`src/rtl/core/bwcp_ram.sv`:
```
// Generic single-port-write, single-port-read RAM with a registered read.
module bwcp_ram #(
    parameter int WIDTH = 8,
    parameter int DEPTH = 256
) (
    input  logic                     clk,
    input  logic                     we,
    input  logic [$clog2(DEPTH)-1:0] waddr,
    input  logic [WIDTH-1:0]         wdata,
    input  logic                     re,
    input  logic [$clog2(DEPTH)-1:0] raddr,
    output logic [WIDTH-1:0]         rdata
);

    logic [WIDTH-1:0] mem [DEPTH];
    logic [WIDTH-1:0] rdata_reg;

    always_ff @(posedge clk)
    begin
        if (we)
        begin
            mem[waddr] <= wdata;
        end
        if (re)
        begin
            rdata_reg <= mem[raddr];
        end
    end

    assign rdata = rdata_reg;

endmodule

```
`config.mk`:
```
export PLATFORM = sky130hd
export DESIGN_NAME = bwcp_ram
export DESIGN_NICKNAME = d
export VERILOG_FILES = /design/src/rtl/core/bwcp_ram.sv
export SDC_FILE = /design/constraint.sdc
export NUM_CORES = 2
export LEC_CHECK = 0
export CORE_AREA = 2 2 388 390
export DETAILED_ROUTE_END_ITERATION = 8
export DIE_AREA = 0 0 390 392
export DONT_BUFFER_PORTS = 1
export PLACE_DENSITY = 0.72
export SLEW_MARGIN = 5
export SYNTH_ARGS = -nofsm -noshare
export SYNTH_HDL_FRONTEND = slang
export SYNTH_SLANG_ARGS = --single-unit
```
`constraint.sdc`:
```
create_clock -name clk -period 2.8 [get_ports clk]
set_input_delay 0.56 -clock clk [delete_from_list [all_inputs] [get_ports clk]]
set_output_delay 0.56 -clock clk [all_outputs]
set_load 0.02 [all_outputs]
```
==> metrics.md <==
| Metric | Value |
|---|---|
| Max-cap violation count | 0 |
| Count leader, synth | edfxtp_1 |
| Yosys top cell by area | edfxtp_1 |
| Cell variety after synth | 54 |
| Post-synth top cells | edfxtp_1, mux4_2, nor2_1 |
| First-pass GRT wire length | 276 mm |
| Failing checks | hold timing |
| Initial Util | 53.5% |
| Die area | 153000 um^2 |
| Met3 usage | 5.62% |
| Final WL | 194 mm |
| Syn_nets | 3760 |
| Worst-Skew Late Latency | 820 ps |
| TritonRoute pass-1 iters | 8 |
| Pint | 49.8 mW |
| CTS tree | built |
| Seq/Total Area, Yosys | 77.5% |
| Area grow syn2layout | 14.4% |
| Ys async rst share | 0% |
| Fraction of layout cells with a size suffix above 1 | 27.8% |
| Clock Skew | 37.2 ps |
| Tot GR Track Use | 25.1% |
| Ys Warns | 0 |
| P_leak | 29.0 nW |
| GR Overflow Total | 0 |
| Post-route ant nets | 0 |
| Sequential group share of total power | 54.3% |
| Worst path arrival time | 3310 ps |
| Ports | 35 |
| Via density | 6.41 |
| Row cnt | 142 |
| Fin crit share | 98.7% |
| Die height | 392 um |
| Die width | 390 um |
| Area share of the largest cell type after synthesis | 77.5% |
| Outcome | finished, violations left |
| Peak Freq | 0.362 GHz |
| Logic pwr share | 4.4% |
| Worst hold margin | -112 ps |
| Via count | 40200 |
| Fill cell count | 9982 |
| CP max FO | 82 |
| Pins over their slew limit | 0 |
| Nets@finish | 4190 |
| RSZ-0062 raised after global routing | no |
| Slowest stage cell on the critical path | mux4_2 |
| Cell chain of the critical path | buf_16, buf_16, mux4_2, nor2b_1, a211oi_1, nor2_1, nor4_1, buf_4, nor4_1 |
| Element type at the critical path end | flip-flop |
| HP Class | in2reg |
| Initial antenna violation count | 4 |
| Final setup viols | 0 |
| VDD IR max | 626 uV |
| Vias in the first global route | 40300 |
| H-tree depth | 4 |
| Grt met1 use | 34.6% |
| Max Buffers Root-to-Sink | 3 |
| NetSw | 12.8 mW |
| Utilization after layout | 61.2% |
| Clk pwr share | 41.3% |
| Clk slew on worst S/H paths | 60 ps |
| Mapped Cells | 3733 |
| Ys flop type | edfxtp_1 |
| Finished Cell Area | 91100 um^2 |
| Final worst path period need | 2760 ps |
| Largest net degree at the start of global routing | 579 |
| Clock tree root buffer cell | clkbuf_16 |
| Routed len/inst | 30.9 um |
| Met2 global-route usage | 40.1% |
| DRT iter0 DRCs | 5211 |
| Critical path class | in2reg |
| Worst path required time | 3340 ps |
| TritonCTS buffer count | 195 |
| Switch share | 20.5% |
| Post-CTS setup buffer count | 0 |
| Area contributors post-synth | edfxtp_1, mux4_2, mux2i_1 |
| Sink Count | 2056 |
| PD cells | 688 nW/um^2 |
| #FFs+latches synth | 2056 |
| Worst slew margin | 22.1% |
| Port bufs | 0 |
| Placer Congestion | 0.839 |
| Mapped Area | 79600 um^2 |
| CP startpoint kind | primary input |
| Placed cell area | 84100 um^2 |
| Detailed placer's ending HPWL | 104 mm |
| Crit path buffers/inverters | 3 |
| Final hold vios | 54 |
| Syn_area_per_cell | 21.3 um^2 |
| Most Crowded Layer GR | met2 |
| # DRC | 0 |
| Worst Tran Pin Value | 1170 ps |
| Top delay family on crit path | buffers and inverters |
| EDFF count, synth | 2056 |
| Core ar. | 149000 um^2 |
| CP max stage delay | 560 ps |
| Number of flip-flops in the largest register | 2048 |
layer usage:
metal | share of wire, % | vias up
met4 | 3.3 | 0
met3 | 11 | 337
li1 | - | 16600
met2 | 48 | 2294
met5 | 0 | -
met1 | 37 | 21000
kinds of logic (layout without fill, tap and decap cells):
group | count (synthesis) | in the layout | synth area share [%]
compound gates | 385 | 385 | 3.42
buf+inv | 235 | 825 | 1.83
flops | 2056 | 2056 | 77.5
mux | 591 | 591 | 14.6
other cells | 0 | 2 | 0
simple gates | 466 | 466 | 2.63
worst paths after layout:
check                                 start     endpoint  slack [ps]  cells after the start
worst max-delay path               raddr[0]     rdata[7]          40                      9
worst min-delay path               wdata[1]  mem[240][1]        -110                      0
worst max register to register  mem[129][1]     rdata[1]         160                      7
worst min register to register   mem[32][5]     rdata[5]        1010                      6
power by group through the flow:
stage	combinational, mW	sequential, mW	clock, mW
floorplan	1.65	34.6	0
global placement	1.96	34.7	0
global route	2.89	34.0	27.3
CTS	2.22	34.0	26.1
finish	2.76	34.0	25.8
detailed placement	1.98	34.7	0
stage by stage:
step | setup WS (ps) | cells | TNS (ps) | power [mW] | hold WS [ps]
6_report | 37.5 | 6269 | 0 | 62.6 | -112
5_1_grt | 4.59 | 6267 | 0 | 64.2 | -159
4_1_cts | 70.1 | 6249 | 0 | 62.3 | -194
3_5_place_dp | -783 | 5884 | -1900 | 36.6 | 682
3_3_place_gp | -1040 | 5883 | -2970 | 36.6 | 680
2_1_floorplan | 164 | 3733 | 0 | 36.3 | 659
layout make-up:
class / instances / area, um^2 / share of cell area (%)
diodes: 2 / 5.00 / 0.00550
clock buffers: 238 / 5130 / 5.63
clock inverters: 119 / 1150 / 1.26
inverters: 2 / 7.51 / 0.00824
multi-input cells: 1442 / 16500 / 18.1
flip-flops and latches: 2056 / 61700 / 67.8
well taps: 1944 / 2430 / 2.67
repair buffers: 466 / 4110 / 4.51
worst reg2reg max path, cell delays in order, from the launching register on:
cell and delay, ps:
edfxtp_1 350, mux4_1 560, mux4_2 510, nor2_1 120, a2111oi_1 70, nor3_1 500, buf_4 210, nor4_1 40
placed cells by master (no fill, tap or decap), types with 28 or more instances in the layout:
master     count
a21oi_1       96
a22oi_1      133
buf_4        429
clkbuf_1      39
clkbuf_16    205
clkinv_1      59
clkinv_2      28
edfxtp_1    2056
mux2i_1      134
mux4_2       454
nand2_1       33
nand3_1       34
nor2_1       279
nor2b_1       28
o221ai_1      46
o22ai_1       28
what timing repair did:
item,CTS,global route
gates resized for setup,1,1
hold buffers,8,8
gates cloned,0,6
endpoints found under the hold margin,1575,705
endpoints found under the setup margin,1,8
Power figures use the tool's default switching activity.
