File: config.mk
export PLATFORM = sky130hd
export DESIGN_NAME = bwcp_issue
export DESIGN_NICKNAME = d
export VERILOG_FILES = /design/src/rtl/core/bwcp_pkg.sv /design/src/rtl/core/bwcp_issue.sv
export SDC_FILE = /design/constraint.sdc
export NUM_CORES = 1
export LEC_CHECK = 0
export BUFFER_PORTS_ARGS = -buffer_cell sky130_fd_sc_hd__buf_2
export CAP_MARGIN = 20
export CORE_ASPECT_RATIO = 1.2
export CORE_MARGIN = 2
export CORE_UTILIZATION = 39
export CTS_CLUSTER_SIZE = 14
export DETAILED_ROUTE_END_ITERATION = 10
export PLACE_DENSITY = 0.63
export SYNTH_ARGS = -nofsm -noshare
export SYNTH_HDL_FRONTEND = slang
export SYNTH_SLANG_ARGS = --single-unit
File: constraint.sdc
create_clock -name clk -period 3 [get_ports clk]
set_input_delay 0.3 -clock clk [delete_from_list [all_inputs] [get_ports clk]]
set_output_delay 0.3 -clock clk [all_outputs]
set_load 0.02 [all_outputs]
File: src/rtl/core/bwcp_pkg.sv
// Shared constants, types and a helper function of the binary window code packer.
package bwcp_pkg;

    // Window geometry and history store depth.
    localparam int WIN_W    = 3;
    localparam int WIN_H    = 3;
    localparam int MAX_LINE = 2048;

    // Derived widths.
    localparam int CODE_W = WIN_W * WIN_H;
    localparam int LW_W   = 12;
    localparam int POS_W  = $clog2(MAX_LINE);
    localparam int CNT_W  = POS_W + 1;
    localparam int CMP_W  = (LW_W > CNT_W) ? LW_W : CNT_W;

    localparam logic [LW_W-1:0] LINE_WIDTH_RESET = LW_W'(640);

    // Bits of the code that hold every column except the newest one.
    localparam logic [CODE_W-1:0] LOW_MASK =
        CODE_W'((64'd1 << (CODE_W - WIN_H)) - 64'd1);

    // A pixel as it is handed from the issue side to the merge stage.
    typedef struct packed {
        logic             pixel;
        logic [POS_W-1:0] col;
        logic             zero;
        logic             bypass;
        logic [WIN_H-1:0] bypass_data;
    } iss_t;

    // A write back into the history store.
    typedef struct packed {
        logic             en;
        logic [POS_W-1:0] addr;
        logic [WIN_H-1:0] data;
    } wr_t;

    // Shifts a column history down by one row and puts the new pixel on top.
    function automatic logic [WIN_H-1:0] shift_hist(input logic [WIN_H-1:0] h,
                                                    input logic pix);
        return (h >> 1) | (WIN_H'(pix) << (WIN_H - 1));
    endfunction

endpackage

File: src/rtl/core/bwcp_issue.sv
// Issue side: line width register, column position counter and history fill count.
module bwcp_issue import bwcp_pkg::*; (
    input  logic             clk,
    input  logic             rst_n,
    input  logic             line_width_wr,
    input  logic [LW_W-1:0]  line_width,
    input  logic             pixel_set,
    input  logic             accept,
    input  wr_t              wr,
    output iss_t             iss,
    output logic [POS_W-1:0] rd_addr
);

    logic [LW_W-1:0]  line_width_reg;
    logic [LW_W-1:0]  line_width_next;
    logic [POS_W-1:0] pos_reg;
    logic [POS_W-1:0] pos_next;
    logic [CNT_W-1:0] fill_reg;
    logic [CNT_W-1:0] fill_next;

    logic [CMP_W-1:0] lw_ext;
    logic [CMP_W-1:0] eff_width;
    logic [CMP_W-1:0] pos_inc;

    // A width of zero acts as one, and widths above the store depth saturate.
    assign lw_ext    = CMP_W'(line_width_reg);
    assign eff_width = (lw_ext == '0) ? CMP_W'(1) :
                       ((lw_ext > CMP_W'(MAX_LINE)) ? CMP_W'(MAX_LINE) : lw_ext);
    assign pos_inc   = CMP_W'(pos_reg) + CMP_W'(1);

    always_comb
    begin
        line_width_next = line_width_wr ? line_width : line_width_reg;

        pos_next = pos_reg;
        if (accept)
        begin
            pos_next = (pos_inc >= eff_width) ? '0 : POS_W'(pos_inc);
        end

        // Columns are always visited from zero upward, so the written entries
        // form a prefix of the store and one count tells which are valid.
        fill_next = fill_reg;
        if (wr.en && (CNT_W'(wr.addr) >= fill_reg))
        begin
            fill_next = CNT_W'(wr.addr) + CNT_W'(1);
        end
    end

    always_ff @(posedge clk or negedge rst_n)
    begin
        if (!rst_n)
        begin
            line_width_reg <= LINE_WIDTH_RESET;
            pos_reg        <= '0;
            fill_reg       <= '0;
        end
        else
        begin
            line_width_reg <= line_width_next;
            pos_reg        <= pos_next;
            fill_reg       <= fill_next;
        end
    end

    // A write back in the same cycle as the read of that entry is forwarded.
    assign iss.pixel       = pixel_set;
    assign iss.col         = pos_reg;
    assign iss.zero        = (CNT_W'(pos_reg) >= fill_reg);
    assign iss.bypass      = wr.en && (wr.addr == pos_reg);
    assign iss.bypass_data = wr.data;
    assign rd_addr         = pos_reg;

`ifndef NO_ASSERTIONS
    a_pos_in_store: assert property (@(posedge clk) disable iff (!rst_n)
        CNT_W'(pos_reg) < CNT_W'(MAX_LINE))
        else $error("column position beyond the history store");

    a_write_in_prefix: assert property (@(posedge clk) disable iff (!rst_n)
        wr.en |-> (CNT_W'(wr.addr) <= fill_reg))
        else $error("history write skips past the filled prefix");
`endif

endmodule

==> results.json, run 1 <==
{
  "status": "completed",
  "routed_via_density": 5.21,
  "insertion_delay_ns": 0.29,
  "die-area_sq_mm": 0.00777,
  "area_growth_pct": 15.2,
  "initial_core_util_pct": 40.3,
  "preCtsSetupSlack_ns": 0.0874,
  "ys_warn_count": 0,
  "gp_congestion": 0.839,
  "htree_levels": 2,
  "nNetsFinal": 392,
  "synth-compound-area-share_pct": 11.9,
  "tightest_slew_ns": 0.831,
  "end_kind": "flip-flop",
  "drt_pass1_iterations": 4,
  "timing.reg2reg.setup_slack_ns": 0.12,
  "timing.final.crit_share_pct": 96.1,
  "hold_violations": 0,
  "clkTransAtPathRegs_ns": 0.08,
  "core_sq_mm": 0.00685,
  "synth.top_cell.area_share_pct": 29.9,
  "synth_top_cells_by_area": "dfrtp_1 (30%), ha_1 (16%), xnor2_1 (6.7%)",
  "grt-ovfl-total": 0,
  "tns_ns": 0,
  "arrival_ns": 3.06,
  "cts_buffer_depth": 2,
  "crit_top_cell": "ha_1",
  "place_area_sq_mm": 0.00306,
  "crit_family": "simple AND/OR/NAND/NOR gates",
  "synth_xor_area_share_pct": 8.84,
  "stdcell_count": 412,
  "grt_first_pass_wirelength_um": 10500,
  "pwr_density_cell_mw_per_mm2": 726,
  "post-route-min-period_ns": 2.88,
  "synth-edff-count": 0,
  "setup_ws_ns": 0.116,
  "dp_hpwl_um": 5000,
  "p_leak_nw": 1.55,
  "maxCapViolCount": 0,
  "fin_util_pct": 46.4,
  "avgSynthCellArea_sq_um": 10.0,
  "ant_nets": 0,
  "final_cell_mix": "buf_2 (51), ha_1 (36), dfrtp_1 (33), xnor2_1 (21), inv_1 (20)",
  "grt_pass1_vias": 2289,
  "hp-class": "in -> async",
  "switchingPower_mw": 0.985,
  "ios": 60,
  "setup_violations": 0,
  "synthMuxAreaShare_pct": 8.57,
  "crit_chain": "ha_1 -> and4_2 -> a31oi_1 -> or2_2 -> ha_1 -> nand4_1 -> nor4_4 -> o31ai_4 -> buf_4 -> a32o_1",
  "crit_fanout": 7,
  "crit_buf_inv": 1,
  "grt_max_degree": 36,
  "antenna_found_initial": 0,
  "worst-path-stages": 10,
  "drive_gt1_share_pct": 30.5,
  "io_buffers": 51,
  "cts_tree": "done",
  "maxSlewViolCount": 0,
  "grt_usage_pct": 17.7,
  "drc_errors": 0,
  "path_class": "reg -> reg",
  "final_area_sq_mm": 0.00318,
  "wl_um": 6350,
  "cts_resized": 0,
  "drt_iter0_markers": 47,
  "reg2regPathDepth": 10,
  "die_h_um": 96.1,
  "postCtsHoldBufs": 0,
  "comb_power_share_pct": 54.4,
  "cts_buffers": 5,
  "clock_skew_ns": 0.00585,
  "synthSimpleGateAreaFrac_pct": 14.1,
  "synthFlopType": "dfrtp_1",
  "syn_nets": 344,
  "switching_share_pct": 42.6,
  "netlist_area_sq_mm": 0.00276,
  "cpMaxStageDelayCell": "dfrtp_1",
  "cp-start-kind": "flip-flop",
  "ir_drop_v": 0.000365,
  "power_frac_seq_pct": 29.9,
  "intPower_mw": 1.32,
  "relSlewSlack_pct": 44.6,
  "dp.cells": 404,
  "pwr-share-clk_pct": 15.7,
  "r2r-start": "rd_addr[1]",
  "ys_seq_elements": 35,
  "rows": 33,
  "async_reset_ff_share_pct": 100,
  "layout_commonest_cell": "buf_2",
  "num_antenna_cells": 0,
  "worst_hold_slack_ns": 0.108,
  "synth.distinct_cells": 48,
  "required_ns": 3.18,
  "synth_top_cell_by_area": "dfrtp_1",
  "post_cts_buffers": 0,
  "vias": 2147,
  "power.total_mw": 2.31,
  "root_buffer": "clkbuf_8",
  "cp-endpoint": "rd_addr[8]",
  "synth_top_family_by_area": "adder cells",
  "wire_per_inst_um": 15.4,
  "synth.yosys.seq_area_share_pct": 31.8,
  "synthAdderAreaFrac_pct": 16.3,
  "die_x_um": 80.8,
  "clkSinkCount": 35,
  "critical_path.startpoint": "rd_addr[1]",
  "fmax_mhz": 347,
  "r2r-end": "rd_addr[8]",
  "syn-instance-count": 276,
  "max_stage_delay_ns": 0.41
}
==> metal layers <==
layer | GRT usage [%] | part of all wire [%]
met5 | 0 | 0
met4 | 8.19 | 2.9
met3 | 3.47 | 3.9
met2 | 31.9 | 51
met1 | 20.0 | 43
==> layout make-up <==
type	instances	area [sq um]
fill	684	3670
multi-input combinational	199	1680
sequential	35	878
timing repair buffer	63	345
tap	87	109
clock buffer	7	86.3
inverter	20	75.1
clock inverter	1	5.00
==> power groups by stage <==
stage          logic, mW  registers [mW]  clock network [mW]
6_report            1.26           0.690               0.363
5_1_grt             1.42           0.708               0.396
4_1_cts             1.24           0.691               0.377
3_5_place_dp        1.23           0.700                   0
3_3_place_gp        1.20           0.694                   0
2_1_floorplan      0.868           0.750                   0
==> logic make-up (layout without fill, tap and decap cells) <==
kind of cell	Yosys count	after routing
flip-flops	35	35
buffers and inverters	42	91
AND/OR/NAND/NOR	72	72
adder cells (fa/ha/maj)	36	36
multiplexers	22	22
AO/OA/AOI/OAI	42	42
XOR/XNOR	27	27
==> Yosys cell counts (3+ instances only) <==
cell      number
nand4_1        9
nand2_1       18
xnor2_1       21
o21ai_0        8
xor2_1         5
a32o_1         5
nor2_1        12
nor3_1         4
inv_1         20
a211oi_1       3
nor4_1         4
nand3_1       12
mux2_2        13
a21oi_1        6
ha_1          36
a21o_1         6
buf_4         17
dfrtp_1       33
mux2i_1        9
==> worst min path at each step <==
stage          startpoint     endpoint
6_report            rst_n  fill_reg[9]
5_1_grt             rst_n   rd_addr[6]
4_1_cts             rst_n  fill_reg[8]
3_5_place_dp        rst_n  fill_reg[8]
3_3_place_gp        rst_n  fill_reg[8]
2_1_floorplan       rst_n  fill_reg[0]
(Power assumes the default switching activity.)
==> run 2, diff against run 1 <==
Clock period 3 ns to 3.04 ns, I/O delays scaled along.
==> run 2 against run 1 <==
  * Non-clock buffer count unchanged
  * Cell count unchanged
  * Clock skew down 0.0030 ns
  * Global-route usage unchanged
  * Critical path depth unchanged
  * Clock-buffer cell count unchanged
  * Worst setup slack better by 0.078 ns
  * Sequential share of layout area up 0.16 points
  * Utilization down 0.27 points
  * Sequential cell count unchanged
  * Combinational power down 4%
  * Critical endpoint unchanged
==> results.json, run 2 (synthesized netlist as in run 1, its figures left out) <==
{
  "status": "completed",
  "timing.final.crit_share_pct": 93.6,
  "gp_congestion": 0.839,
  "cts_buffer_depth": 2,
  "maxSlewViolCount": 0,
  "clock_skew_ns": 0.00283,
  "maxUsedRoutingLayer": "met4",
  "path_class": "reg -> reg",
  "grt-ovfl-total": 0,
  "ir_drop_v": 0.000341,
  "routed_via_density": 5.18,
  "cp-start-kind": "flip-flop",
  "grt_max_degree": 36,
  "die_h_um": 96.1,
  "wire_per_inst_um": 15.3,
  "dp_hpwl_um": 5000,
  "required_ns": 3.21,
  "rsz0062_at_grt": "no",
  "relSlewSlack_pct": 44.8,
  "die-area_sq_mm": 0.00777,
  "layout_commonest_cell": "buf_2",
  "die_x_um": 80.8,
  "root_buffer": "clkbuf_8",
  "nNetsFinal": 392,
  "tns_ns": 0,
  "pwr_density_cell_mw_per_mm2": 712,
  "grt_pass1_vias": 2289,
  "drt_iter0_markers": 49,
  "antenna_found_initial": 0,
  "insertion_delay_ns": 0.29,
  "preCtsSetupSlack_ns": 0.127,
  "crit_top_cell": "ha_1",
  "hold_violations": 0,
  "wl_met3_um": 249,
  "crit_fanout": 7,
  "drive_gt1_share_pct": 30.2,
  "drt-met1-wl_um": 2690,
  "cts_tree": "done",
  "end_kind": "flip-flop",
  "cts_buffers": 5,
  "drc_errors": 0,
  "clkSinkCount": 35,
  "met2WireLength_um": 3200,
  "initial_core_util_pct": 40.3,
  "setup_violations": 0,
  "io_buffers": 51,
  "clkTransAtPathRegs_ns": 0.07,
  "arrival_ns": 3.02,
  "wl_um": 6300,
  "ios": 60,
  "max_stage_delay_ns": 0.41,
  "vias": 2133,
  "core_sq_mm": 0.00685,
  "tightest_slew_ns": 0.828,
  "ant_nets": 0,
  "crit_buf_inv": 1,
  "grt_usage_pct": 17.7,
  "htree_levels": 2,
  "crit_family": "simple AND/OR/NAND/NOR gates",
  "final_cell_mix": "buf_2 (51), ha_1 (36), dfrtp_1 (33), xnor2_1 (21), inv_1 (20)",
  "maxCapViolCount": 0,
  "cpMaxStageDelayCell": "dfrtp_1",
  "post_cts_buffers": 0,
  "post-route-min-period_ns": 2.85,
  "num_antenna_cells": 0,
  "p_leak_nw": 1.55,
  "area_growth_pct": 14.6,
  "setup_ws_ns": 0.193,
  "rows": 33,
  "grt_first_pass_wirelength_um": 10500,
  "fmax_mhz": 351,
  "hp-class": "in -> async",
  "drt_pass1_iterations": 4,
  "crit_chain": "ha_1 -> and4_1 -> a31oi_1 -> or2_2 -> ha_1 -> nand4_1 -> nor4_2 -> o31ai_2 -> buf_4 -> a32o_1"
}
[run 2: cell counts in the layout (fill, tap and decap cells not counted)]
Identical to the previous run, type by type.
[run 2: what timing repair did]
action	4_1_cts	5_1_grt
hold buffers	0	0
endpoints found under the setup margin	0	7
gates resized for setup	0	2
[run 2: where the power goes]
part / switching, mW / internal (mW)
logic: 0.688 / 0.523
clock network: 0.174 / 0.183
registers: 0.0837 / 0.597
[run 2: final timing paths]
kind	endpoint	depth (start not counted)	start	slack (ns)
min in group clk	line_width_reg[11]	3	line_width[11]	0.22
worst min-delay path	fill_reg[9]	1	rst_n	0.11
worst max register to register	rd_addr[8]	10	rd_addr[1]	0.19
max in group asynchronous	rd_addr[0]	1	rst_n	2.40
worst min register to register	fill_reg[1]	1	fill_reg[1]	0.52
worst max-delay path	rd_addr[8]	10	rd_addr[1]	0.19
[run 2: through the flow]
step                      hold slack, ns  cell area (sq um)  util, %  std cells  total power, mW
after floorplan                  0.00841               2760        -        276             1.60
after global placement             0.444               3050     44.5        403             1.87
after detailed placement           0.459               3060     44.6        404             1.91
after CTS                          0.142               3150     45.9        412             2.27
after global routing               0.182               3160     46.1        412             2.47
final                              0.108               3160     46.1        412             2.25
[run 2: cell type report]
class | instances | area (sq um)
fill | 684 | 3690
timing repair buffer | 63 | 345
sequential | 35 | 878
clock inverter | 1 | 5.00
multi-input combinational | 199 | 1660
inverter | 20 | 75.1
clock buffer | 7 | 86.3
tap | 87 | 109
[run 2: layer usage]
layer	vias to the layer above	GRT usage, %
li1	1068	-
met1	1005	20.0
met2	48	31.9
met3	12	3.47
met4	0	8.19
met5	-	0
