### config.mk
export PLATFORM = sky130hd
export DESIGN_NAME = bwcp_merge
export DESIGN_NICKNAME = d
export VERILOG_FILES = /design/src/rtl/core/bwcp_pkg.sv /design/src/rtl/core/bwcp_merge.sv
export SDC_FILE = /design/constraint.sdc
export NUM_CORES = 1
export LEC_CHECK = 0
export BUFFER_PORTS_ARGS = -buffer_cell sky130_fd_sc_hd__buf_2
export CAP_MARGIN = 20
export CORE_MARGIN = 2
export CORE_UTILIZATION = 35
export CTS_BUF_LIST = sky130_fd_sc_hd__clkbuf_16
export DETAILED_ROUTE_END_ITERATION = 7
export GPL_ROUTABILITY_DRIVEN = 1
export PLACE_DENSITY = 0.64
export SLEW_MARGIN = 40
export SYNTH_ARGS = -nofsm -noshare
export SYNTH_HDL_FRONTEND = slang
export SYNTH_SLANG_ARGS = --single-unit
### constraint.sdc
create_clock -name clk -period 1.39 [get_ports clk]
set_input_delay 0.278 -clock clk [delete_from_list [all_inputs] [get_ports clk]]
set_output_delay 0.278 -clock clk [all_outputs]
set_load 0.005 [all_outputs]
### src/rtl/core/bwcp_pkg.sv
// Shared constants, types and a helper function of the binary window code packer.
package bwcp_pkg;

    // Window geometry and history store depth.
    localparam int WIN_W    = 3;
    localparam int WIN_H    = 3;
    localparam int MAX_LINE = 2048;

    // Derived widths.
    localparam int CODE_W = WIN_W * WIN_H;
    localparam int LW_W   = 12;
    localparam int POS_W  = $clog2(MAX_LINE);
    localparam int CNT_W  = POS_W + 1;
    localparam int CMP_W  = (LW_W > CNT_W) ? LW_W : CNT_W;

    localparam logic [LW_W-1:0] LINE_WIDTH_RESET = LW_W'(640);

    // Bits of the code that hold every column except the newest one.
    localparam logic [CODE_W-1:0] LOW_MASK =
        CODE_W'((64'd1 << (CODE_W - WIN_H)) - 64'd1);

    // A pixel as it is handed from the issue side to the merge stage.
    typedef struct packed {
        logic             pixel;
        logic [POS_W-1:0] col;
        logic             zero;
        logic             bypass;
        logic [WIN_H-1:0] bypass_data;
    } iss_t;

    // A write back into the history store.
    typedef struct packed {
        logic             en;
        logic [POS_W-1:0] addr;
        logic [WIN_H-1:0] data;
    } wr_t;

    // Shifts a column history down by one row and puts the new pixel on top.
    function automatic logic [WIN_H-1:0] shift_hist(input logic [WIN_H-1:0] h,
                                                    input logic pix);
        return (h >> 1) | (WIN_H'(pix) << (WIN_H - 1));
    endfunction

endpackage

### src/rtl/core/bwcp_merge.sv
// Merge stage: history update, write back, window shift and output register.
module bwcp_merge import bwcp_pkg::*; (
    input  logic              clk,
    input  logic              rst_n,
    input  logic              pixel_valid,
    input  iss_t              iss,
    input  logic [WIN_H-1:0]  rd_data,
    input  logic              code_stall,
    output logic              accept,
    output logic              pixel_stall,
    output wr_t               wr,
    output logic              code_valid,
    output logic [CODE_W-1:0] window_code
);

    logic              s1_valid_reg;
    logic              s1_valid_next;
    iss_t              s1_reg;
    iss_t              s1_next;
    logic [CODE_W-1:0] window_reg;
    logic [CODE_W-1:0] window_next;
    logic              code_valid_reg;
    logic              code_valid_next;
    logic [CODE_W-1:0] code_reg;
    logic [CODE_W-1:0] code_next;

    logic              advance;
    logic              move;
    logic [WIN_H-1:0]  hist_old;
    logic [WIN_H-1:0]  hist_new;
    logic [CODE_W-1:0] win_base;
    logic [CODE_W-1:0] win_new;

    assign advance     = !code_valid_reg || !code_stall;
    assign move        = s1_valid_reg && advance;
    assign pixel_stall = s1_valid_reg && !advance;
    assign accept      = pixel_valid && !pixel_stall;

    assign hist_old = s1_reg.bypass ? s1_reg.bypass_data :
                      (s1_reg.zero ? '0 : rd_data);
    assign hist_new = shift_hist(hist_old, s1_reg.pixel);

    // The window restarts empty at the first column of each line.
    assign win_base = (s1_reg.col == '0) ? '0 : window_reg;
    assign win_new  = (win_base >> WIN_H) |
                      (CODE_W'(hist_new) << (WIN_H * (WIN_W - 1)));

    assign wr.en   = move;
    assign wr.addr = s1_reg.col;
    assign wr.data = hist_new;

    always_comb
    begin
        s1_valid_next   = accept ? 1'b1 : (move ? 1'b0 : s1_valid_reg);
        s1_next         = accept ? iss : s1_reg;
        window_next     = move ? win_new : window_reg;
        code_valid_next = move || (code_valid_reg && code_stall);
        code_next       = move ? win_new : code_reg;
    end

    always_ff @(posedge clk or negedge rst_n)
    begin
        if (!rst_n)
        begin
            s1_valid_reg   <= 1'b0;
            code_valid_reg <= 1'b0;
            window_reg     <= '0;
        end
        else
        begin
            s1_valid_reg   <= s1_valid_next;
            code_valid_reg <= code_valid_next;
            window_reg     <= window_next;
        end
    end

    always_ff @(posedge clk)
    begin
        s1_reg   <= s1_next;
        code_reg <= code_next;
    end

    assign code_valid  = code_valid_reg;
    assign window_code = code_reg;

`ifndef NO_ASSERTIONS
    a_line_start_clears: assert property (@(posedge clk) disable iff (!rst_n)
        (move && (s1_reg.col == '0)) |=> ((window_reg & LOW_MASK) == '0))
        else $error("window not cleared at the start of a line");

    a_stage_holds: assert property (@(posedge clk) disable iff (!rst_n)
        (s1_valid_reg && !advance) |=> (s1_valid_reg && $stable(s1_reg)))
        else $error("merge stage lost or changed a held pixel");
`endif

endmodule

==> metrics.txt, run 1 <==
Synth Instances=76; GP Congestion=0.6508; Synth Area in Compound Gates=under 10%; Adder-Cell Fraction of Synth Area=0%; PortBufs=48; Clk pin slew, worst setup/hold paths=50 ps; uppermost layer routed=met4; CTS root buffer=clkbuf_16; vias per inst=~4.3; clk_skew=4.208 ps; Lkg Pwr=0.7904 nW; DRC viols=0; die height=64.77 um; Detail Placement HPWL=1527 um; NumNets Final=158; CTS tree=done; max_slew headroom=approximately four fifths; Layout area overhead=41.72%; worst skew pair latency=280 ps; FMAX=roughly 710 MHz; worst path required time=1110 ps; fin crit share=101.2%; Final Hold Viols=0; fraction of the mapped netlist area in simple logic gates=a little over a tenth; Slew Limit Fails=0; diode count=0; Crit Path Max Fanout=4; Die X=approximately 65 um; Routed WL=roughly 2300 um; critical path type=flop to primary output; Starting Density=a little over a third; die area=0.004195 mm^2; first-pass GRT wire length=3581 um; final setup vio count=4; metal3 WL=171 um; XOR/XNOR share of the synthesized area=0%; worst setup margin=-17.30 ps; CTS Buf Count=5; critical path startpoint category=flop; syn_area_per_cell=17.01 um^2; CTS max path bufs=2; initial antenna violation count=0; PwrDens=around 1400 mW/mm^2; Synth Net Count=100; via count=794; Global Route Usage Sum=12.07%; total global routing overflow=0; DR iter-0 viols=19; post-route cell area=between 0.0015 and 0.002 mm^2; #FFs+latches synth=33; vias in the first global route=slightly below 800; Ys Warns=0; ys async rst share=24.24%; Max-cap violations=0; CP Capture Type=primary output; worst min-delay path category=input pin to flop; peak supply drop=0.0007152 V; RSZ-0062 raised after global routing=yes; Largest register FFs=11; wire per inst=12.33 um; CTS H-Tree Depth=2; Tightest Pin Transition=296.7 ps; Std-Cell Rows=22; outcome=finished with violations; Std-Cell Core Area=about 0.0036 mm^2; number of synthesized flops with an enable pin=25; DR pass1 iterations=4; main combinational cell family by area after synthesis=simple AND/OR/NAND/NOR gates; CP arrival=1130 ps; post-synthesis sequential area ratio=73.57%; metal2 WL=1199 um; Placement Cell Area=0.001554 mm^2; failing checks=setup timing; Synth Cell Area=0.001292 mm^2; mux contribution to synthesized area=2.614%; M1 WL=834 um; I/O pin total=51; Antenna Violating Nets Remaining=0; Synth Flop Type=edfxtp_1; Netlist cell types=21; final worst path period need=about 1400 ps; largest net degree at the start of global routing=12; clock sink count=33; share of layout cells above drive strength 1=around 64%; Final Power=2.620 mW
[logic make-up (layout without fill, tap and decap cells)]
| family | Yosys count | count (layout) |
|---|---|---|
| buffers and inverters | 14 | 72 |
| AOI/OAI and AO/OA | 7 | 7 |
| and+or+nand+nor | 19 | 20 |
| muxes | 3 | 3 |
| DFF | 33 | 33 |
[through the flow]
step                      std cells  hold slack [ps]  setup WS, ps  util, %  TNS [ps]
after global routing            183            168.3        -93.47    50.80    -641.5
final                           183            177.4        -17.30    50.80    -25.91
after detailed placement        165            128.9        -14.84    43.10    -37.19
after floorplan                  76           -17.59         65.79        -         0
after CTS                       178            171.0        -52.12    48.86    -103.9
after global placement          165            127.4         9.542    43.10         0
[synth_stat cells, types with 2 or more instances]
master | number | area share, %
buf_4 | 13 | 7.6
nor2b_1 | 3 | 1.5
and2_2 | 3 | 1.7
a31o_1 | 3 | 2.0
dfrtp_1 | 8 | 15
mux2_2 | 3 | 2.6
edfxtp_1 | 25 | 58
nand2b_1 | 2 | 0.97
and2_1 | 4 | 1.9
[path summary, 6_finish.rpt]
kind                             from             end  slack [ps]  cells after the start
min reg2reg                s1_reg[16]  window_code[8]         480                      0
max reg2reg                     wr[4]  window_code[5]           0                      3
min                            iss[3]       s1_reg[3]         180                      1
min in group asynchronous       rst_n   window_reg[5]         370                      2
max in group asynchronous       rst_n   window_reg[8]         860                      2
max                         s1_reg[3]           wr[1]         -20                      3
[per-layer routing]
| layer | global-route usage (%) | vias to the layer above |
|---|---|---|
| li1 | - | 380 |
| met5 | 0 | - |
| met1 | 12.46 | 378 |
| met4 | 6.383 | 0 |
| met3 | 5.903 | 6 |
| met2 | 20.10 | 30 |
[power breakdown]
group          total (mW)  switching (mW)  internal (mW)
registers            1.24          0.0522           1.19
logic               0.332           0.124          0.208
clock network        1.05           0.390          0.655
total                2.62           0.567           2.05
[repair_timing]
item	in CTS	in global routing
cloned	1	0
pin swaps	10	6
buffers inserted	3	5
endpoints found under the setup margin	7	12
hold endpoints to repair	8	0
hold buffers	1	0
resized for setup	9	6
[critical path, stage by stage (launching register included)]
cell and delay, ps:
edfxtp_1 460, nor2_1 120, a22o_1 160, buf_2 120
[area by class of cell]
cell class,instances,area (um^2)
Tap cell,48,60.06
Sequential cell,33,950.9
Clock buffer,5,125.1
Clock inverter,3,17.52
Inverter,1,3.754
Multi-Input combinational cell,30,296.5
Fill cell,312,1774
Timing Repair Buffer,63,377.9
[cell usage in the layout (no fill, tap or decap), types with 2 or more instances in the layout]
cell type,count
a31o_1,3
and2_1,2
and2_4,5
buf_2,47
buf_4,12
buf_6,2
clkbuf_16,5
clkinv_2,2
dfrtp_1,8
edfxtp_1,25
mux2_2,3
nand3_2,3
nor2b_1,3
nor4_4,2
Power figures use the tool's default switching activity.
==> inputs of run 2 (changes only) <==
Settings changed: CAP_MARGIN 20 to default, MAX_ROUTING_LAYER from default to met4.
==> metrics.txt, run 2 (synthesis results as in run 1) <==
DR iter-0 viols=31; DRC viols=0; die height=64.77 um; Std-Cell Core Area=0.003606 mm^2; DR pass1 iterations=4; fin crit share=101.2%; setup TNS=-25.04 ps; GP Congestion=0.6566; vias per inst=about 4.3; CP arrival=about 1100 ps; fill count=312; largest net degree at the start of global routing=12; diode count=0; Post-Place Worst Slack=-14.84 ps; Layout area overhead=41.72%; most frequent cells in the layout=47 x buf_2, 25 x edfxtp_1, 12 x buf_4; Lkg Pwr=0.7904 nW; Worst R2R Start=wr[4]; via count=793; worst path required time=1110 ps; total global routing overflow=0; worst hold start=iss[3]; clk_skew=about 4 ps; share of layout cells above drive strength 1=between 60 and 70%; RSZ-0062 raised after global routing=yes; Final Hold Viols=0; Non-Filler Instances=183; worst min-delay path category=input pin to flop; die area=0.004195 mm^2; Global Route Usage Sum=12.41%; CTS max path bufs=2; Slew Limit Fails=0; Clk pin slew, worst setup/hold paths=50 ps; initial antenna violation count=0; Crit Path Max Fanout=4; critical path's largest stage delay=460 ps; critical path type=flop to primary output; Worst Hold Slack=177.6 ps; Largest register FFs=11; peak supply drop=0.0007151 V; Detail Placement HPWL=approximately 1500 um; Antenna Violating Nets Remaining=0; CTS H-Tree Depth=2; CP max-delay cell=edfxtp_1; CTS Buf Count=5; CTS root buffer=clkbuf_16; failing checks=setup timing; Tightest Pin Transition=a little under 300 ps; commonest non-fill, non-tap cell in the layout=buf_2; PortBufs=48; worst skew pair latency=about 280 ps; crit path from=s1_reg[3]; FMAX=710.7 MHz; CTS tree=done; Placement Cell Area=~0.0016 mm^2; Die X=64.77 um; Cell Chain, Critical Path=nor2_1 > a22o_1 > buf_2; PwrDens=1430 mW/mm^2; CP Capture Type=primary output; outcome=finished with violations; worst setup margin=-17.08 ps; Routed WL=2257 um; Starting Density=35.84%; max_slew headroom=80.07%; dpl cells=165; first-pass GRT wire length=approximately 3600 um; post-route cell area=0.001832 mm^2; Multi-input gate area=296.5 um^2; Std-Cell Rows=22; final setup vio count=4; critical path startpoint category=flop; FF/Latch Area=roughly 950 um^2; clock sink count=33; Max-cap violations=0; vias in the first global route=775; wire per inst=12.33 um; final worst path period need=approximately 1400 ps; I/O pin total=51; NumNets Final=158
==> run 2: cell counts in the layout (fill, tap and decap cells not counted) <==
No cell type changed its count.
==> run 2: per-stage QoR <==
stage	utilization [%]	total power, mW
after detailed placement	43.10	1.526
after global routing	50.80	2.719
after floorplan	-	1.406
after CTS	48.86	2.605
after global placement	43.10	1.514
final	50.80	2.619
==> run 2: power breakdown <==
part	switching (mW)	internal (mW)	leakage (nW)	total (mW)
Sequential	0.0522	1.19	0.337	1.24
Clock	0.390	0.655	0.0696	1.04
Combinational	0.125	0.208	0.383	0.332
Total	0.566	2.05	0.790	2.62
==> run 2: metal layers <==
metal	vias up	wire length [um]	GRT usage [%]
met5	-	0	-
met4	0	52	6.383
met3	6	172	5.903
met2	30	1194	20.23
met1	378	837	12.34
li1	379	-	-
==> run 2: critical path, delay by kind of cell (launching register included) <==
kind                   cells  cell delay (ps)
buffers and inverters      1              120
AOI/OAI and AO/OA          1              160
DFF                        1              460
and+or+nand+nor            1              120
==> run 2: area by class of cell <==
| cell class | instances | share of cell area, % |
|---|---|---|
| inverter | 1 | 0.2049 |
| sequential | 33 | 51.91 |
| timing repair buffer | 63 | 20.63 |
| multi-input combinational | 30 | 16.19 |
| clock inverter | 3 | 0.9563 |
| clock buffer | 5 | 6.831 |
| tap | 48 | 3.279 |
==> run 2: final timing paths <==
kind | end | slack (ps) | cells past startpoint
min in group asynchronous | window_reg[5] | 370 | 2
hold / removal | s1_reg[3] | 180 | 1
max in group asynchronous | window_reg[8] | 850 | 2
setup / recovery | wr[1] | -20 | 3
setup reg to reg | window_code[5] | 0 | 3
hold reg to reg | window_code[8] | 480 | 0
==> run 2: repair_timing <==
item | 4_1_cts | 5_1_grt
resized for setup | 9 | 6
hold endpoints to repair | 8 | 0
hold buffers | 1 | 0
buffers inserted | 3 | 5
pin swaps | 10 | 6
setup endpoints to repair | 7 | 12
gates cloned | 1 | 0
==> inputs of run 3 (changes only) <==
Settings changed: PLACE_DENSITY 0.64 to default, PLACE_DENSITY_LB_ADDON from default to 0.2.
Clock period 1.39 ns to 1.2 ns, I/O delays scaled along.
==> metrics.txt, run 3 (synthesis results as in run 1) <==
final worst path period need=1378 ps; Seq pwr share=43.8%; sw frac=19.39%; Largest register FFs=11; initial antenna violation count=0; Final Hold Viols=0; first-pass GRT wire length=between 3000 and 4000 um; Clk pin slew, worst setup/hold paths=50 ps; PwrDens=1669 mW/mm^2; post-route cell area=approximately 0.0020 mm^2; worst path required time=1220 ps; combinational fraction of design power=14.5%; via count=798; commonest non-fill, non-tap cell in the layout=buf_2; final setup vio count=40; PortBufs=48; worst skew pair latency=270 ps; die height=64.77 um; CTS H-Tree Depth=2; largest net degree at the start of global routing=11; Starting Density=roughly 36%; share of layout cells above drive strength 1=64.75%; Lkg Pwr=0.8618 nW; total global routing overflow=0; max_slew headroom=76.11%; DR iter-0 viols=8; most frequent cells in the layout=46 x buf_2, 25 x edfxtp_1, 11 x buf_6; Tightest Pin Transition=355.6 ps; peak supply drop=0.0009596 V; diode count=0; DR pass1 iterations=3; clock power share=41.7%; Slew Limit Fails=0; Placement Cell Area=0.001572 mm^2; vias per inst=around 4.3; wire per inst=12.52 um; Non-Filler Instances=187; dpl cells=164; CTS tree=done; worst hold stages=1; fill count=301; Std-Cell Core Area=0.003606 mm^2; CP arrival=1400 ps; CTS Buf Count=5; fin crit share=114.8%; Int Power=2.658 mW; die area=0.004195 mm^2; vias in the first global route=823; GP Congestion=0.6677; NumNets Final=162; worst min-delay path category=input pin to flop; Crit Path Max Fanout=5; CP Capture Type=flop; clock sink count=33; I/O pin total=~50; Global Route Usage Sum=12.78%; FF/Latch Area=approximately 950 um^2; RSZ-0062 raised after global routing=yes; critical path startpoint category=flop; Layout area overhead=52.86%; Antenna Violating Nets Remaining=0; Worst R2R Path Depth=3; Post-Place Worst Slack=-268.5 ps; critical path type=flop to flop; FMAX=725.6 MHz; Sw Pwr=0.6394 mW; CTS max path bufs=2; Die X=64.77 um; CTS root buffer=clkbuf_16; Routed WL=~2300 um; outcome=finished with violations; failing checks=setup timing; Multi-input gate area=295.3 um^2; Std-Cell Rows=22; DRC viols=0; Max-cap violations=0; clk_skew=2.705 ps; worst setup margin=-178.1 ps
-- run 3: changes by cell type in the layout (fill, tap and decap cells not counted), moves of 2 or more --
cell      before  now
mux2_2         3    0
buf_4         12    4
buf_6          2   11
clkinv_2       2    0
mux2_4         0    3
-- run 3: final cells by class --
cell class / instances / share of cell area, %
sequential: 33 / 48.20
clock buffer: 5 / 6.333
multi-input combinational: 30 / 14.95
clock inverter: 3 / 1.900
timing repair buffer: 67 / 25.40
tap: 48 / 3.040
inverter: 1 / 0.1900
-- run 3: final timing paths --
path	startpoint	to	slack, ps
setup / recovery	wr[11]	window_code[3]	-180
hold reg to reg	s1_reg[16]	window_code[8]	480
min in group asynchronous	rst_n	window_reg[5]	350
setup reg to reg	wr[11]	window_code[3]	-180
hold / removal	iss[6]	wr[4]	140
max in group asynchronous	rst_n	code_valid	660
-- run 3: metal layers --
metal / GRT usage, % / routed length [um] / vias to the layer above
met1: 13.34 / 872 / 381
met2: 21.91 / 1308 / 25
li1: - / - / 387
met3: 4.861 / 119 / 5
met5: - / 0 / -
met4: 4.787 / 40 / 0
-- run 3: metrics by stage --
stage	util [%]	hold slack [ps]	total power [mW]	setup TNS [ps]
after floorplan	-	-55.59	1.645	-974.8
after global placement	43.58	91.25	1.776	-1134
after detailed placement	43.58	93.51	1.790	-1852
after CTS	53.02	139.3	3.285	-3686
after global routing	54.79	134.2	3.446	-4711
final	54.79	144.7	3.298	-2691
-- run 3: timing repair --
action / CTS / global route
endpoints found under the hold margin: 8 / 0
hold buffers: 1 / 0
setup buffers: 8 / 5
pin swaps: 12 / 5
gates cloned: 2 / 1
endpoints found under the setup margin: 25 / 36
gates resized for setup: 22 / 8
-- run 3: power groups by stage --
stage          clock (mW)  combinational, mW  sequential (mW)
3_5_place_dp            0              0.333             1.46
4_1_cts              1.41              0.436             1.44
6_report             1.38              0.477             1.44
2_1_floorplan           0              0.192             1.45
5_1_grt              1.47              0.518             1.46
3_3_place_gp            0              0.327             1.45
-- run 3: critical path: stages, from the launching register on --
cell      delay [ps]
edfxtp_1         430
nor4_4           370
nand3_2          160
and2_4           170
